--- src/rtl/mbg_pkg.sv ---
// Package: shared types and constants of the maze generator
`default_nettype none
package mbg_pkg;
    localparam int MAX_SIZE = 64;
    localparam logic [1:0] CELL_OPEN = 2'd0;
    localparam logic [1:0] CELL_WORK = 2'd1;
    localparam logic [1:0] CELL_WALL = 2'd2;
    localparam logic [1:0] CELL_SEEN = 2'd3;
    localparam logic [1:0] ST_OK = 2'd0;
    localparam logic [1:0] ST_OVF = 2'd1;
    localparam logic [1:0] ST_RANGE = 2'd2;
    localparam logic CMD_GEN = 1'b0;
    localparam logic CMD_READ = 1'b1;
    localparam logic REG_SIZE = 1'b0;
    localparam logic REG_SEED = 1'b1;
    localparam logic [31:0] LFSR_TAPS = 32'h8020_0003;

    typedef struct packed {
        logic       cmd;
        logic [5:0] row;
        logic [5:0] col;
        logic       out_rng;
    } mbg_job_t;

    typedef enum logic [4:0] {
        B_IDLE, B_INIT, B_POP, B_POPW, B_N0, B_N1, B_N2, B_N3, B_NW, B_DEC,
        B_PUSH1, B_WALL, B_SEEN, B_PUSH2, B_FIN_RD, B_FIN_WR, B_RD, B_RDW, B_DONE
    } mbg_state_t;
endpackage
`default_nettype wire

--- src/rtl/mbg_front.sv ---
// Front end: accept commands, classify reads against the grid, queue them
`default_nettype none
module mbg_front (
    input  wire               aclk,
    input  wire               aresetn,
    input  wire               s_tvalid,
    output logic              s_tready,
    input  wire [15:0]        s_tdata,
    input  wire [6:0]         eff_size,
    output logic              q_valid,
    input  wire               q_pop,
    output mbg_pkg::mbg_job_t q_job
);
    import mbg_pkg::*;
    mbg_job_t q_reg [2];
    logic     wp_reg, rp_reg;
    logic [1:0] cnt_reg;
    mbg_job_t in_job;
    logic push;

    always_comb begin
        in_job.cmd = s_tdata[0];
        in_job.row = s_tdata[6:1];
        in_job.col = s_tdata[12:7];
        in_job.out_rng = ({1'b0, s_tdata[6:1]} >= eff_size) ||
                         ({1'b0, s_tdata[12:7]} >= eff_size);
    end
    assign s_tready = (cnt_reg != 2'd2);
    assign push = s_tvalid && s_tready;
    assign q_valid = (cnt_reg != 2'd0);
    assign q_job = q_reg[rp_reg];

    always_ff @(posedge aclk) begin
        if (push) q_reg[wp_reg] <= in_job;
        if (!aresetn) begin
            wp_reg <= 1'b0;
            rp_reg <= 1'b0;
            cnt_reg <= 2'd0;
        end else begin
            if (push) wp_reg <= ~wp_reg;
            if (q_pop) rp_reg <= ~rp_reg;
            cnt_reg <= cnt_reg + {1'b0, push} - {1'b0, q_pop};
        end
    end
endmodule
`default_nettype wire

--- config.mk ---
export PLATFORM = sky130hd
export DESIGN_NAME = mbg_front
export DESIGN_NICKNAME = d
export VERILOG_FILES = /design/src/rtl/mbg_pkg.sv /design/src/rtl/mbg_front.sv
export SDC_FILE = /design/constraint.sdc
export NUM_CORES = 1
export LEC_CHECK = 0
export BUFFER_PORTS_ARGS = -buffer_cell sky130_fd_sc_hd__buf_4
export CAP_MARGIN = 20
export CORE_MARGIN = 3
export CORE_UTILIZATION = 50
export DETAILED_ROUTE_END_ITERATION = 8
export PLACE_DENSITY = 0.85
export SYNTH_ARGS = -nofsm -noshare
export SYNTH_HDL_FRONTEND = slang
export SYNTH_SLANG_ARGS = --single-unit
--- constraint.sdc ---
create_clock -name aclk -period 4.3 [get_ports aclk]
set_input_delay 0.215 -clock aclk [delete_from_list [all_inputs] [get_ports aclk]]
set_output_delay 0.215 -clock aclk [all_outputs]
set_load 0.02 [all_outputs]
### Word level (Yosys, flattened, before mapping)

Memory sizes are Yosys's and may differ from the RTL's. A register that Yosys moved wholly into a read port is not among the register bits.
Cells that the tools add are included.

* add/sub/neg operators: 2
* $mul: 0
* div/mod/pow operators: 0
* magnitude comparators: 2
* eq/ne operators: 1
* shift operators: 0
* multiplexer cells: 4
* bitwise logic cells: 2
* reductions and logical operators: 3

Operators with widths (count)
* >= comparator 6 x 7 -> 1 bit: 2
* two-way mux 1 bit: 4
* adder 2 x 1 -> 2 bit: 1
* inequality test 2 bit, second input constant: 1
* NOT 1 bit: 2
* nonzero test 2 bit: 1
* subtractor 2 x 1 -> 2 bit: 1
* logical AND 1 bit: 1
* logical OR 1 bit: 1

* bits in registers: 4
* latch bits: 0
* RAM bits: 28
* memory bits (read-only): 0
* input bits: 27
* output and inout port bits: 16
* word-level logic and storage cells: 18
* memories: 1

Memories
* q_reg: depth 2, width 14, read ports 1, clocked after memory_dff 1, wr ports 1, RTL line mbg_front.sv:15 `mbg_job_t q_reg [2];`

### Longest topological paths before layout

* depth in word-level cells: 4
* mapped depth: 8
* gate-level depth less buffers: 8

### Least setup slack after synthesis

OpenSTA, ideal clock, no wires.

* path type: reg2reg
* from: reg cnt_reg[0]
* to: mem q_reg[0][0] (netlist name) (enable)
* library setup time: 0.386 ns
* arrival time: 1.345 ns
* required time: 3.914 ns
* slack: 2.569 ns
* cell stages (with the launch flop): 4
* buffers on the path: 0
* clock period less this slack: 1.731 ns
* path through: dfxtp_1 nand2b_1 nand2_1 nor2_1

* word-level cells in the longest chain between the ends: 4

RTL lines
* from (decl): RTL line mbg_front.sv:17 `logic [1:0] cnt_reg;`
* from (signal assigned): RTL line mbg_front.sv:42 `cnt_reg <= cnt_reg + {1'b0, push} - {1'b0, q_pop};`
* inequality test 2 bit: RTL line mbg_front.sv:28 `assign s_tready = (cnt_reg != 2'd2);`
* via s_tready: RTL line mbg_front.sv:7 `output logic s_tready,`
* logical AND 1 bit: RTL line mbg_front.sv:29 `assign push = s_tvalid && s_tready;`
* two-way mux 1 bit: RTL line mbg_front.sv:34 `if (push) q_reg[wp_reg] <= in_job;`
* two-way mux 1 bit (not written as such): RTL line mbg_front.sv:34
* to (decl): RTL line mbg_front.sv:15

The timed path passes the listed nets, and every way through them passes these cells.

==> impl_metrics.toml <==
[routing]
drt_iter0_drc = 22
first_pass_iters = 4
wirelength_mm = 2.54
wl_per_cell_um = 14.3
via_count = 935
drtAntennaViolNets = 0
via_per_inst = 5.28
remaining_drc_errors = 0

[floorplanning]
core_mm2 = 0.00281
die_h_um = 60.5
num_io_pins = 43
die_area_mm2 = 0.00366
die_width_um = 60.5
row_count = 19
initial_core_util_pct = 53.0

[sta]
layout_setup_ws_ns = 2.46
finalCritPeriodShare_pct = 42.9
hold_violations = 0
skew_ns = 0.00956
fin_setup_tns_ns = 0
clock.fmax_mhz = 542
timing.hold.ws_ns = 0.0697
fin_crit_ns = 1.84
setup_viol = 0
slew_headroom_pct = 57.2
slew_viol_final = 0
worst_pin_slew_ns = 0.642
rsz0062_at_grt = "no"

[cells_and_area]
fillers = 221
final_nets = 186
layout-drive-gt1-share_pct = 41.8
area_growth_pct = 26.3
largest_reg_flops = 28
num_antenna_cells = 0
final_util_pct = 66.9

[worst_setup_path]
crit_buf_inv = 1
cp.required_ns = 4.09
reg2reg_from = "cnt_reg[0]"
critPathMaxFanout = 14
r2r_end = "cnt_reg[1]"
critical_path.slowest_cell = "dfxtp_1"
cp.arrival_ns = 1.63
worst-r2r-cell-count = 8
cp.depth = 2
end_kind = "primary output"
setup.worst_path.start_class = "register"
worst_path_largest_cell_delay_ns = 0.73
critPathTopFamily = "flip-flops"
path_cells = "mux2_2 > buf_4"
crit_type = "register to primary output"
r2r_slack_ns = 2.68

[logic_synthesis]
ys_seq_elements = 33
synthCells = 99
yosysUniqueCellTypes = 21
syn_avg_cell_area_um2 = 15.0
syn_nets = 140
ys.warnings.count = 0
synthesis.area_mm2 = 0.00149
synth_seq_area_share_pct = 63.3

[cts]
h-tree-depth = 2
cts_resized = 0
cts_tree = "yes"
postCtsSetupBuffers = 0
cts.root.buffer_cell = "clkbuf_4"
cts.reportedPaths.clkPinSlew_ns = 0.09
cts_buffers = 5
cts_max_path_buffers = 2
ctsHoldBuffers = 0
cts.sinks = 33
clk_latency_ns = 0.33

[placement]
place_ws_ns = 2.66
place_hpwl_mm = 1.92
routabilityCongestion = 0.757
io_buffers = 39

[global_route]
antenna_found_initial = 0
grt_max_degree = 16
grt_pass1_vias = 894
gr-total-overflow = 0
grt_pass1_wl_mm = 3.91
grt_usage_pct = 15.3

[run_status]
run_status = "finished clean"

[pwr]
ir_drop_mv = 0.232
leakage_nw = 0.812
powerDensity_mw_per_mm2 = 438

[hold_path]
holdPathStages = 1
worst_hold_path.endpoint = "q_reg[0][13]"
hp-class = "primary input to register"
hold_start = "s_tdata[0]"

[flow_run]
cap_viol_max_count = 0
[cell usage in the layout (no fill, tap or decap), types with 3 or more instances in the layout]
| master | netlist | routed |
|---|---|---|
| a21oi_1 | 3 | 3 |
| and2_1 | 5 | 5 |
| buf_4 | 1 | 40 |
| clkbuf_4 | 0 | 5 |
| dfxtp_1 | 5 | 5 |
| edfxtp_1 | 28 | 28 |
| ha_1 | 14 | 14 |
| inv_1 | 8 | 8 |
| mux2_2 | 14 | 14 |
| nand2_1 | 3 | 3 |
| nand2b_1 | 3 | 3 |
[metal layers]
layer / track usage (%) / share of wire (%) / vias up / wire length (um)
met5: 0 / 0 / - / 0
met4: 8.36 / 2.1 / 0 / 53
met3: 5.11 / 7.1 / 6 / 180
met2: 25.3 / 52 / 33 / 1320
met1: 17.4 / 39 / 441 / 981
li1: - / - / 455 / -
[logic make-up (layout without fill, tap and decap cells)]
group           after synthesis  after routing  share of synthesized area [%]
fa+ha+maj                    14             14                           11.8
compound gates               11             11                           4.54
simple gates                 15             15                           5.47
flops                        33             33                           63.3
mux                          14             14                           10.6
buf+inv                       9             56                           2.53
xor+xnor                      3              3                           1.77
[how the worst max path moves through the flow]
stage | startpoint | end
after floorplan | cnt_reg[0] | q_reg[0][0]
after global placement | s_tdata[9] | q_reg[0][0]
after detailed placement | s_tdata[3] | q_reg[0][0]
after CTS | register | q_job[3]
after global routing | register | q_job[7]
final | register | q_job[3]
[through the flow]
step | cell area, um2 | std cells | total power, mW
global route | 1880 | 177 | 0.868
detailed placement | 1820 | 169 | 0.658
global placement | 1820 | 169 | 0.644
CTS | 1880 | 177 | 0.834
finish | 1880 | 177 | 0.822
floorplan | 1490 | 99 | 0.559
[power by group]
part / internal, mW / switching, mW / leakage [nW]
sequential: 0.400 / 0.0189 / 0.303
combinational: 0.111 / 0.117 / 0.477
clock: 0.0806 / 0.0951 / 0.0326
[area by class of cell]
| class | count | area, um2 | area share, % |
|---|---|---|---|
| Clock buffer | 8 | 58.8 | 3.13 |
| Inverter | 8 | 30.0 | 1.60 |
| Multi-Input combinational cell | 57 | 508 | 27.1 |
| Sequential cell | 33 | 941 | 50.1 |
| Tap cell | 31 | 38.8 | 2.07 |
| Timing Repair Buffer | 40 | 300 | 16.0 |
[synth_stat cells (all sizes together)]
cell | instances | area share, %
a21o | 2 | 1.0
mux2 | 14 | 11
nand2 | 3 | 0.76
o21a | 1 | 0.51
xnor2 | 2 | 1.2
nand2b | 3 | 1.3
dfxtp | 5 | 6.7
buf | 1 | 0.51
and3 | 1 | 0.42
xor2 | 1 | 0.59
a31oi | 2 | 0.84
a21oi | 3 | 1.0
inv | 8 | 2.0
ha | 14 | 12
and2 | 5 | 2.1
a22oi | 1 | 0.51
nor2 | 2 | 0.51
edfxtp | 28 | 57
o21ai | 2 | 0.67
or2 | 1 | 0.42
Note: power is estimated with default switching activity, not from simulation.
